$ cat src/rtl/cone_max_filter_defines.svh
// ----------------------------------------------------------------------------
// cone max filter assertion macros
// shared property forms, clocked on aclk and off while aresetn is low
// ----------------------------------------------------------------------------
`ifndef CONE_MAX_FILTER_DEFINES_SVH
`define CONE_MAX_FILTER_DEFINES_SVH

// same-cycle implication
`define CMF_ASSERT_NOW(label, ante, cons, msg) \
    label: assert property (@(posedge aclk) disable iff (!aresetn) \
        (ante) |-> (cons)) else $error(msg);

// next-cycle implication
`define CMF_ASSERT_NEXT(label, ante, cons, msg) \
    label: assert property (@(posedge aclk) disable iff (!aresetn) \
        (ante) |=> (cons)) else $error(msg);

`endif

$ cat src/rtl/cmf_pkg.sv
// ----------------------------------------------------------------------------
// cmf_pkg
// shared sizes, types and control bundle for the cone max filter
// ----------------------------------------------------------------------------
`timescale 1ns / 1ps
`default_nettype none

package cmf_pkg;

    localparam int MAX_SIZE    = 64;
    localparam int VALUE_WIDTH = 16;
    localparam int ADDR_W      = (MAX_SIZE > 1) ? $clog2(MAX_SIZE) : 1;
    localparam int SIZE_W      = 7;
    localparam int SIZE_RESET  = 8;

    typedef logic signed [VALUE_WIDTH-1:0] value_t;
    typedef logic [ADDR_W-1:0]             addr_t;
    typedef logic [SIZE_W-1:0]             size_t;

    // column and position flags of the request held in the compute stage
    typedef struct packed {
        addr_t col;
        logic  first_col;
        logic  has_right;
        logic  below;
        logic  row_end;
        logic  frame_end;
    } s1_ctrl_t;

endpackage

`default_nettype wire

$ cat src/rtl/cmf_ram.sv
// ----------------------------------------------------------------------------
// cmf_ram
// simple dual-port line memory, one write and one registered read per cycle
// ----------------------------------------------------------------------------
`timescale 1ns / 1ps
`default_nettype none

module cmf_ram #(
    parameter int DEPTH = 64,
    parameter int WIDTH = 16,
    parameter int AW    = (DEPTH > 1) ? $clog2(DEPTH) : 1
) (
    input  wire logic             aclk,
    input  wire logic             wr_en,
    input  wire logic [AW-1:0]    wr_addr,
    input  wire logic [WIDTH-1:0] wr_data,
    input  wire logic             rd_en,
    input  wire logic [AW-1:0]    rd_addr,
    output logic      [WIDTH-1:0] rd_data
);

    logic [WIDTH-1:0] mem [DEPTH];

    always_ff @(posedge aclk) begin
        if (wr_en) begin
            mem[wr_addr] <= wr_data;
        end
    end

    // read returns the old contents on a same-address write
    always_ff @(posedge aclk) begin
        if (rd_en) begin
            rd_data <= mem[rd_addr];
        end
    end

endmodule

`default_nettype wire

$ cat src/rtl/cone_max_filter.sv
// ----------------------------------------------------------------------------
// cone_max_filter
// downward cone maximum over a square matrix, streamed one element per cycle
// ----------------------------------------------------------------------------
// Usage:
//   s_ channel carries matrix elements, bottom row first, left to right in a
//   row; m_ channel returns one cone maximum per element in the same order,
//   flagged with m_row_end at the last column and m_frame_end at the last
//   element of the matrix. Both are valid/ready channels.
//   cfg_wr_en/cfg_wr_data set the matrix size (0 acts as 1, above 64 as 64)
//   and restart the frame; write it only while the block is empty.
//   An accepted element is registered in the compute stage, its result then
//   in the output register, which drives m_ until the result is taken.
//   Throughput is one element per cycle while m_ is taken: an element costs
//   one line memory read on accept, ahead of the compare, and one write.
//   A stalled receiver holds the result in the output register; the compute
//   stage keeps one more element, then s_ready drops until m_ is taken.
//   Reset (synchronous, aresetn low) empties the pipeline, sets the size to
//   8 and starts at the first element of a bottom row. The line memory
//   needs no clearing: the bottom row writes every entry of the row before it is used.
// ----------------------------------------------------------------------------
`timescale 1ns / 1ps
`default_nettype none
`include "cone_max_filter_defines.svh"

module cone_max_filter (
    input  wire logic                 aclk,
    input  wire logic                 aresetn,
    input  wire logic                 cfg_wr_en,
    input  wire logic [6:0]           cfg_wr_data,
    input  wire logic                 s_valid,
    output logic                      s_ready,
    input  wire logic signed [15:0]   s_element_value,
    output logic                      m_valid,
    input  wire logic                 m_ready,
    output logic signed [15:0]        m_cone_max,
    output logic                      m_row_end,
    output logic                      m_frame_end
);

    // size and position
    cmf_pkg::size_t    size_reg, size_next;
    cmf_pkg::addr_t    size_m1;
    cmf_pkg::addr_t    col_reg, col_next;
    cmf_pkg::addr_t    row_reg, row_next;
    logic              accept;
    logic              in_row_end;

    // compute stage
    logic              s1_valid_reg, s1_valid_next;
    cmf_pkg::value_t   s1_value_reg;
    cmf_pkg::s1_ctrl_t s1_ctrl_reg, s1_ctrl_next;
    logic              s1_adv;
    cmf_pkg::value_t   here, right, best;
    cmf_pkg::value_t   here_reg, left_reg, row0_reg;
    cmf_pkg::value_t   fwd_data_reg;
    logic              fwd_valid_reg;
    cmf_pkg::addr_t    rd_addr;
    cmf_pkg::value_t   ram_rd_data;

    // output register
    logic              m_valid_reg, m_valid_next;
    cmf_pkg::value_t   m_cone_max_reg;
    logic              m_row_end_reg, m_frame_end_reg;

    always_comb begin
        if (size_reg == '0) begin
            size_m1 = '0;
        end else if (size_reg > cmf_pkg::SIZE_W'(cmf_pkg::MAX_SIZE)) begin
            size_m1 = cmf_pkg::ADDR_W'(cmf_pkg::MAX_SIZE - 1);
        end else begin
            size_m1 = cmf_pkg::ADDR_W'(size_reg - 1'b1);
        end
    end

    assign s1_adv     = s1_valid_reg && (!m_valid_reg || m_ready);
    assign s_ready    = !s1_valid_reg || s1_adv;
    assign accept     = s_valid && s_ready;
    assign in_row_end = (col_reg == size_m1);
    assign rd_addr    = col_reg + 1'b1;

    // position counters and size
    always_comb begin
        size_next = size_reg;
        col_next  = col_reg;
        row_next  = row_reg;
        if (cfg_wr_en) begin
            size_next = cfg_wr_data;
            col_next  = '0;
            row_next  = '0;
        end else if (accept) begin
            if (in_row_end) begin
                col_next = '0;
                row_next = (row_reg == size_m1) ? '0 : row_reg + 1'b1;
            end else begin
                col_next = col_reg + 1'b1;
            end
        end
    end

    always_comb begin
        s1_valid_next = s1_valid_reg;
        if (accept) begin
            s1_valid_next = 1'b1;
        end else if (s1_adv) begin
            s1_valid_next = 1'b0;
        end
        s1_ctrl_next.col       = col_reg;
        s1_ctrl_next.first_col = (col_reg == '0);
        s1_ctrl_next.has_right = !in_row_end;
        s1_ctrl_next.below     = (row_reg != '0);
        s1_ctrl_next.row_end   = in_row_end;
        s1_ctrl_next.frame_end = in_row_end && (row_reg == size_m1);
    end

    cmf_ram #(
        .DEPTH (cmf_pkg::MAX_SIZE),
        .WIDTH (cmf_pkg::VALUE_WIDTH)
    ) u_line_ram (
        .aclk    (aclk),
        .wr_en   (s1_adv),
        .wr_addr (s1_ctrl_reg.col),
        .wr_data (best),
        .rd_en   (accept),
        .rd_addr (rd_addr),
        .rd_data (ram_rd_data)
    );

    // old entries of this column and the one to the right
    assign here  = s1_ctrl_reg.first_col ? row0_reg : here_reg;
    assign right = fwd_valid_reg ? fwd_data_reg : ram_rd_data;

    always_comb begin
        best = s1_value_reg;
        if (s1_ctrl_reg.below) begin
            if (!s1_ctrl_reg.first_col && left_reg > best) begin
                best = left_reg;
            end
            if (here > best) begin
                best = here;
            end
            if (s1_ctrl_reg.has_right && right > best) begin
                best = right;
            end
        end
    end

    always_comb begin
        m_valid_next = m_valid_reg;
        if (s1_adv) begin
            m_valid_next = 1'b1;
        end else if (m_ready) begin
            m_valid_next = 1'b0;
        end
    end

    always_ff @(posedge aclk) begin
        if (!aresetn) begin
            size_reg      <= cmf_pkg::SIZE_W'(cmf_pkg::SIZE_RESET);
            col_reg       <= '0;
            row_reg       <= '0;
            s1_valid_reg  <= 1'b0;
            m_valid_reg   <= 1'b0;
            fwd_valid_reg <= 1'b0;
            left_reg      <= '0;
        end else begin
            size_reg     <= size_next;
            col_reg      <= col_next;
            row_reg      <= row_next;
            s1_valid_reg <= s1_valid_next;
            m_valid_reg  <= m_valid_next;
            if (accept) begin
                // a same-cycle write to the entry being read wins
                fwd_valid_reg <= s1_adv && (s1_ctrl_reg.col == rd_addr);
            end
            if (cfg_wr_en) begin
                left_reg <= '0;
            end else if (s1_adv) begin
                left_reg <= s1_ctrl_reg.row_end ? '0 : here;
            end
        end
    end

    always_ff @(posedge aclk) begin
        if (accept) begin
            s1_value_reg <= s_element_value;
            s1_ctrl_reg  <= s1_ctrl_next;
            fwd_data_reg <= best;
        end
        if (s1_adv) begin
            here_reg        <= right;
            m_cone_max_reg  <= best;
            m_row_end_reg   <= s1_ctrl_reg.row_end;
            m_frame_end_reg <= s1_ctrl_reg.frame_end;
            if (s1_ctrl_reg.first_col) begin
                row0_reg <= best;
            end
        end
    end

    assign m_valid     = m_valid_reg;
    assign m_cone_max  = m_cone_max_reg;
    assign m_row_end   = m_row_end_reg;
    assign m_frame_end = m_frame_end_reg;

    `CMF_ASSERT_NOW(a_frame_end_closes_row, m_valid && m_frame_end, m_row_end, "frame end without row end")
    `CMF_ASSERT_NOW(a_best_not_below_input, s1_valid_reg, best >= s1_value_reg, "cone max below element")
    `CMF_ASSERT_NOW(a_stall_blocks_input, s1_valid_reg && m_valid_reg && !m_ready, !s_ready, "request taken into full pipeline")
    `CMF_ASSERT_NEXT(a_frame_wraps, accept && !cfg_wr_en && in_row_end && (row_reg == size_m1), (col_reg == '0) && (row_reg == '0), "frame did not wrap")

endmodule

`default_nettype wire
$ cat config.mk
export PLATFORM = sky130hd
export DESIGN_NAME = cone_max_filter
export DESIGN_NICKNAME = d
export VERILOG_FILES = /design/src/rtl/cmf_pkg.sv /design/src/rtl/cmf_ram.sv /design/src/rtl/cone_max_filter.sv
export VERILOG_INCLUDE_DIRS = /design/src /design/src/rtl
export SDC_FILE = /design/constraint.sdc
export NUM_CORES = 1
export LEC_CHECK = 0
export BUFFER_PORTS_ARGS = -buffer_cell sky130_fd_sc_hd__clkbuf_2
export CAP_MARGIN = 20
export CORE_MARGIN = 4
export CORE_UTILIZATION = 45
export CTS_CLUSTER_SIZE = 16
export DETAILED_ROUTE_END_ITERATION = 8
export HOLD_SLACK_MARGIN = 0.15
export SLEW_MARGIN = 5
export SYNTH_ARGS = -nofsm -noshare
export SYNTH_HDL_FRONTEND = slang
export SYNTH_SLANG_ARGS = --single-unit
$ cat constraint.sdc
create_clock -name aclk -period 24.3 [get_ports aclk]
set_input_delay 1.215 -clock aclk [delete_from_list [all_inputs] [get_ports aclk]]
set_output_delay 1.215 -clock aclk [all_outputs]
set_load 0.005 [all_outputs]
-- Yosys cells after proc, flatten, opt, wreduce, memory -nomap -nowiden
Memory sizes are Yosys's and may differ from the RTL's. A register that Yosys moved wholly into a read port is not among the register bits.
Index checks and enable logic that the tools add are counted.
- input bits: 28
- output and inout bits: 20
- bits in registers: 131
- memories kept: 1
- word-level logic and storage cells: 71
- memory bits (writable): 1024
- bitwise operators: 1
- mux-type cells: 19
- order comparisons: 4
- reduce and logical (&&, ||, !) cells: 20
- add/subtract/negate cells: 3
- equality and inequality tests: 3
- memory list (memory ; depth ; bits a word ; rd ports ; clocked after Yosys merged registers in ; wr ports ; line ; source):
    u_line_ram.mem ; 64 ; 16 ; 1 ; 1 ; 1 ; cmf_ram.sv:22 ; logic [WIDTH-1:0] mem [DEPTH];
- operators by type and width (kind ; number):
    $mux W16 ; 9
    $gt A16 B16 Y1 ; 3
    $mux W6 ; 4
    $eq A6 B6 Y1 ; 3
    $add A6 B1 Y6 const B ; 2
    $gt A7 B7 Y1 const B ; 1
    $logic_not A7 Y1 ; 1
    $logic_and A1 B1 Y1 ; 6
    $logic_not A6 Y1 ; 1
    $mux W1 ; 6
    $reduce_bool A6 Y1 ; 1
    $sub A6 B1 Y6 const B ; 1
    $logic_not A1 Y1 ; 4
    $reduce_and A2 Y1 ; 2
    $reduce_bool A2 Y1 ; 2
    $logic_or A1 B1 Y1 ; 2
    $reduce_or A2 Y1 ; 1
    $not A1 Y1 ; 1

-- Logic depth before layout (Yosys ltp)
- word-level depth: 11
- mapped depth: 26
- depth with buffers taken out: 24

-- By module
From an unflattened synthesis, not the netlist that was laid out.
- cell total of the unflattened synthesis: 2550
- area total of the unflattened synthesis: 47918.5 um^2
- modules (own cells, without submodules) (module ; cells an instance ; area each (um^2) ; instances):
    cmf_ram ; 1829 ; 40202.3 ; 1
    cone_max_filter ; 721 ; 7716.2 ; 1

-- Worst setup path after synthesis
Ideal clock, no wire load.
- path kind: flip-flop to flip-flop
- start: register s1_value_reg[14]
- end: register fwd_data_reg[15] (data pin)
- clock period less this slack: 9.211 ns
- stages on the path, launching flop included: 26
- arrival: 8.486 ns
- setup slack: 15.089 ns
- required time: 23.575 ns
- path through: edfxtp_1 > inv_1 > ha_1 > nand4_1 > nor4_1 > o21ai_0 > a31oi_1 > buf_2 > mux2i_1 > ha_1 > a21o_1 > a2111oi_0 > o21ai_0 > o21ai_1 > clkbuf_1 > clkbuf_1 > o21bai_1 > ha_1 > o21ai_0 > a21oi_1 > o221ai_1 > nor4bb_1 > a2111o_1 > clkbuf_1 > o211ai_1 > o21ai_0
- longest elaborated chain between the ends: 11
- RTL lines (what ; line ; source):
    start: declaration ; cone_max_filter.sv:51 ; cmf_pkg::value_t s1_value_reg;
    start signal: assignment ; cone_max_filter.sv:186 ; s1_value_reg <= s_element_value;
    $gt A16 B16 Y1 ; cone_max_filter.sv:136 ; if (!s1_ctrl_reg.first_col && left_reg > best) begin
    $logic_and A1 B1 Y1 ; cone_max_filter.sv:136 ;
    $mux W16 * ; cone_max_filter.sv:136 ;
    $mux W16 * ; cone_max_filter.sv:135 ; if (s1_ctrl_reg.below) begin
    $gt A16 B16 Y1 ; cone_max_filter.sv:139 ; if (here > best) begin
    $mux W16 * ; cone_max_filter.sv:139 ;
    $mux W16 * ; cone_max_filter.sv:135 ;
    $gt A16 B16 Y1 ; cone_max_filter.sv:142 ; if (s1_ctrl_reg.has_right && right > best) begin
    $logic_and A1 B1 Y1 ; cone_max_filter.sv:142 ;
    $mux W16 * ; cone_max_filter.sv:142 ;
    $mux W16 * ; cone_max_filter.sv:135 ;
    net best[15] ; cone_max_filter.sv:54 ; cmf_pkg::value_t here, right, best;
    end signal: assignment ; cone_max_filter.sv:188 ; fwd_data_reg <= best;
    end: declaration ; cone_max_filter.sv:56 ; cmf_pkg::value_t fwd_data_reg;
The timed path passes the listed nets; every way through them passes the cells marked *. The select of a mux whose other input is x is not followed.
A chain may end at the register's enable or synchronous reset.

-- Worst setup path after layout
- start: register s1_value_reg[10]
- end: memory u_line_ram.mem[17][4] (data pin)
- longest elaborated chain between the ends: 11
- RTL lines (what ; line):
    $gt A16 B16 Y1 ; cone_max_filter.sv:136
    $logic_and A1 B1 Y1 ; cone_max_filter.sv:136
    $mux W16 * ; cone_max_filter.sv:136
    $mux W16 * ; cone_max_filter.sv:135
    $gt A16 B16 Y1 ; cone_max_filter.sv:139
    $mux W16 * ; cone_max_filter.sv:139
    $mux W16 * ; cone_max_filter.sv:135
    $gt A16 B16 Y1 ; cone_max_filter.sv:142
    $logic_and A1 B1 Y1 ; cone_max_filter.sv:142
    $mux W16 * ; cone_max_filter.sv:142
    $mux W16 * ; cone_max_filter.sv:135
    net best[4] ; cone_max_filter.sv:54
    end: declaration ; cmf_ram.sv:22
Marked as above.

==> impl_metrics.py <==
metrics = {
    "die": {
        "die_width_um": 331,
        "die-area_um2": 110000,
        "io_pins": 48,
        "core_area_um2": 104000,
        "rows": 118,
        "initial_core_util": 0.454,
        "die_h_um": 331,
    },
    "drt": {
        "drc": 0,
        "ant_nets": 0,
        "via_per_inst": 5.97,
        "drt_first_iter_violations": 2454,
        "num_vias": 23100,
        "wire_per_inst_um": 29.2,
        "dr.pass1.iters": 5,
        "drt_wl_total_um": 113000,
    },
    "sta": {
        "finalSetupTns_ns": 0,
        "worst_pin_slew_ns": 1.05,
        "fin_crit_sh": 0.340,
        "fin_crit_ns": 8.25,
        "hold_viol_final": 0,
        "setup_viol": 0,
        "grt_setup_unrepaired": "false",
        "hold_slack_ns": 0.417,
        "max_freq_mhz": 121,
        "skew_ns": 0.0379,
        "final-max-slew-violation-count": 0,
        "slew_headroom": 0.295,
    },
    "grt": {
        "grt_usage": 0.204,
        "grt_max_degree": 105,
        "grt_overflow": 0,
        "grt_pass1_wl_um": 164000,
        "antenna_found_initial": 10,
        "grt_pass1_vias": 23300,
    },
    "synthesis": {
        "synth_edf_count": 1133,
        "synth_ff_type": "edfxtp_1",
        "synth_cells": 2234,
        "avgSynthCellArea_um2": 21.1,
        "synth_cell_types": 70,
        "ys_warn_count": 0,
        "ys_seq_area_frac": 0.739,
        "async_flop_share": 0,
        "syn-cell-area_um2": 47000,
        "ys_seq_elements": 1171,
        "synth_fp_nets": 2316,
    },
    "clock_network": {
        "cts_tree": "built",
        "cts_sinks": 1171,
        "clk_path_buf_depth": 3,
        "cts_resized": 0,
        "cts_root_buf": "clkbuf_16",
        "h-tree-depth": 3,
        "path_clk_slew_ns": 0.06,
        "cts_buffers": 115,
        "clk-insertion-delay-late_ns": 0.69,
        "hold_buffers": 0,
        "post_cts_buffers": 0,
    },
    "placement": {
        "dpl.hpwl_um": 65700,
        "globalplace.congestion": 0.842,
        "place_inst": 3650,
        "portBuffers": 47,
        "place_area_um2": 49600,
    },
    "min_path": {
        "hold_class": "reg2reg",
        "hold-path-cell-count": 0,
        "whs_endpoint": "m_frame_end",
        "min-delay-start": "s1_ctrl_reg[0]",
    },
    "setup_path": {
        "crit_path_max_fanout": 50,
        "required_ns": 24.70,
        "critical_path.top_delay_family": "compound AO/OA/AOI/OAI gates",
        "cp_data_arrival_time_ns": 8.66,
        "r2r_start": "s1_value_reg[10]",
        "r2r_cells": 23,
        "r2r-end": "u_line_ram.mem[17][4]",
        "worstPathCellList": "inv_1, ha_1, nand4_1, nor4_1, o21ai_0, a31oi_2, buf_4, mux2i_1, ha_1, a21o_1, a2111oi_0, o21ai_0, o21ai_2, buf_4, mux2i_1, ha_1, o21a_1, o221ai_1, nor4bb_1, a2111o_1, nand2_1, o21ai_4, buf_4",
        "critPathKind": "reg2reg",
        "cp.buffers_inverters": 4,
        "crit_path_start_kind": "flip-flop",
        "cp_slowest_cell": "a2111o_1",
        "endpoint_kind": "flip-flop",
        "critPathMaxStageDelay_ns": 0.86,
        "r2r_slack_ns": 16.05,
    },
    "power": {
        "power.leakage_nw": 16.9,
        "p_switching_mw": 0.954,
        "p_int_mw": 3.44,
        "power_frac_comb": 0.069,
        "clkPwrFrac": 0.406,
        "ir_drop_mv": 0.0598,
        "seqPwrFrac": 0.525,
        "switching_share": 0.217,
        "powerDensity_nw_per_um2": 82.2,
    },
    "final_layout": {
        "finalNetCount": 2470,
        "fin_area_um2": 53500,
        "largest_register": "u_line_ram.mem",
        "largest_register_ffs": 1024,
        "fill_cells": 8117,
        "drive_above_1_share": 0.295,
        "syn_to_final_growth_pct": 13.7,
        "stdcell_count": 3863,
    },
    "run": {
        "cap_violations": 0,
    },
    "run_status": {
        "status": "complete, no violations",
    },
}
layer usage:
metal | up-vias | GRT usage | part of all wire
met5 | - | 0.00174 | 0.00012
met4 | 2 | 0.0632 | 0.029
met3 | 186 | 0.0396 | 0.073
met2 | 877 | 0.329 | 0.49
met1 | 12400 | 0.286 | 0.41
li1 | 9636 | - | -
final cells by class:
type / instances / area [µm²] / share of cell area
clock inverter: 66 / 792 / 0.0148
inverter: 43 / 161 / 0.00302
multi-input combinational: 902 / 11900 / 0.222
sequential: 1171 / 34800 / 0.650
clock buffer: 144 / 3030 / 0.0566
tap: 1380 / 1730 / 0.0323
timing repair buffer: 155 / 1110 / 0.0208
antenna: 2 / 5.00 / 0.0000936
worst reg2reg max path, stage by stage (launching register included):
cell       delay [ns]
edfxtp_1         0.41
inv_1            0.07
ha_1             0.30
nand4_1          0.15
nor4_1           0.41
o21ai_0          0.20
a31oi_2          0.62
buf_4            0.32
mux2i_1          0.26
ha_1             0.29
a21o_1           0.17
a2111oi_0        0.39
o21ai_0          0.18
o21ai_2          0.15
buf_4            0.39
mux2i_1          0.41
ha_1             0.31
o21a_1           0.17
o221ai_1         0.22
nor4bb_1         0.32
a2111o_1         0.86
nand2_1          0.33
o21ai_4          0.47
buf_4            0.51
cells by family (layout without fill, tap and decap cells):
kind of cell / after synthesis / in the layout / share of synthesized area
multiplexers: 396 / 396 / 0.175
AND/OR/NAND/NOR: 259 / 259 / 0.0272
flip-flops: 1171 / 1171 / 0.739
buffers and inverters: 161 / 408 / 0.0135
other: 0 / 2 / 0
AO/OA/AOI/OAI: 177 / 177 / 0.0274
adder cells (fa/ha/maj): 54 / 54 / 0.0144
XOR/XNOR: 16 / 16 / 0.00356
synthesized netlist by cell type, types with 17 or more instances:
master / instances / area (µm²)
inv_1: 42 / 158
nand2_1: 58 / 218
dfxtp_1: 38 / 761
nor2_1: 97 / 364
mux2i_1: 27 / 270
o21ai_0: 31 / 155
clkbuf_1: 78 / 293
mux2_2: 33 / 372
a21oi_1: 39 / 195
edfxtp_1: 1133 / 34000
a2bb2oi_1: 29 / 254
buf_1: 30 / 113
ha_1: 54 / 676
mux4_2: 336 / 7570
o211ai_1: 17 / 128
worst max-delay path by stage:
stage / start / to / cells past startpoint
after floorplan: s1_value_reg[14] / fwd_data_reg[15] / 25
after global placement: s1_value_reg[14] / u_line_ram.mem[24][4] / 23
after detailed placement: s1_value_reg[14] / u_line_ram.mem[26][4] / 23
after CTS: s1_value_reg[10] / u_line_ram.mem[17][4] / 23
after global routing: s1_value_reg[10] / u_line_ram.mem[17][4] / 25
final: s1_value_reg[10] / u_line_ram.mem[17][4] / 23
power groups by stage:
stage / logic (mW) / clock network [mW] / registers [mW]
floorplan: 0.195 / 0 / 2.36
global placement: 0.296 / 0 / 2.35
detailed placement: 0.307 / 0 / 2.35
CTS: 0.308 / 1.83 / 2.31
global route: 0.332 / 1.92 / 2.31
finish: 0.304 / 1.79 / 2.31
metrics by stage:
stage	setup slack, ns	power, mW	util
2_1_floorplan	15.09	2.55	-
3_3_place_gp	16.41	2.65	0.478
3_5_place_dp	16.15	2.66	0.479
4_1_cts	16.08	4.44	0.516
5_1_grt	15.33	4.56	0.516
6_report	16.05	4.40	0.516
layout by cell type, fill, tap and decap left out, drive strengths merged, types with 4 or more instances in the layout:
master    instances
a21oi            39
a2bb2oi          29
and2             16
buf             108
bufinv           15
clkbuf          191
clkinv           42
clkinvlp          7
dfxtp            38
edfxtp         1133
ha               54
inv              45
mux2             33
mux2i            27
mux4            336
nand2            58
nand2b            9
nand3            13
nand3b            7
nand4            16
nor2             97
nor2b             9
nor3              8
nor4              4
o211ai           17
o21a              5
o21ai            36
o21bai           14
or3               8
xnor2             8
xor2              6
Note: power is estimated with default switching activity, not from simulation.
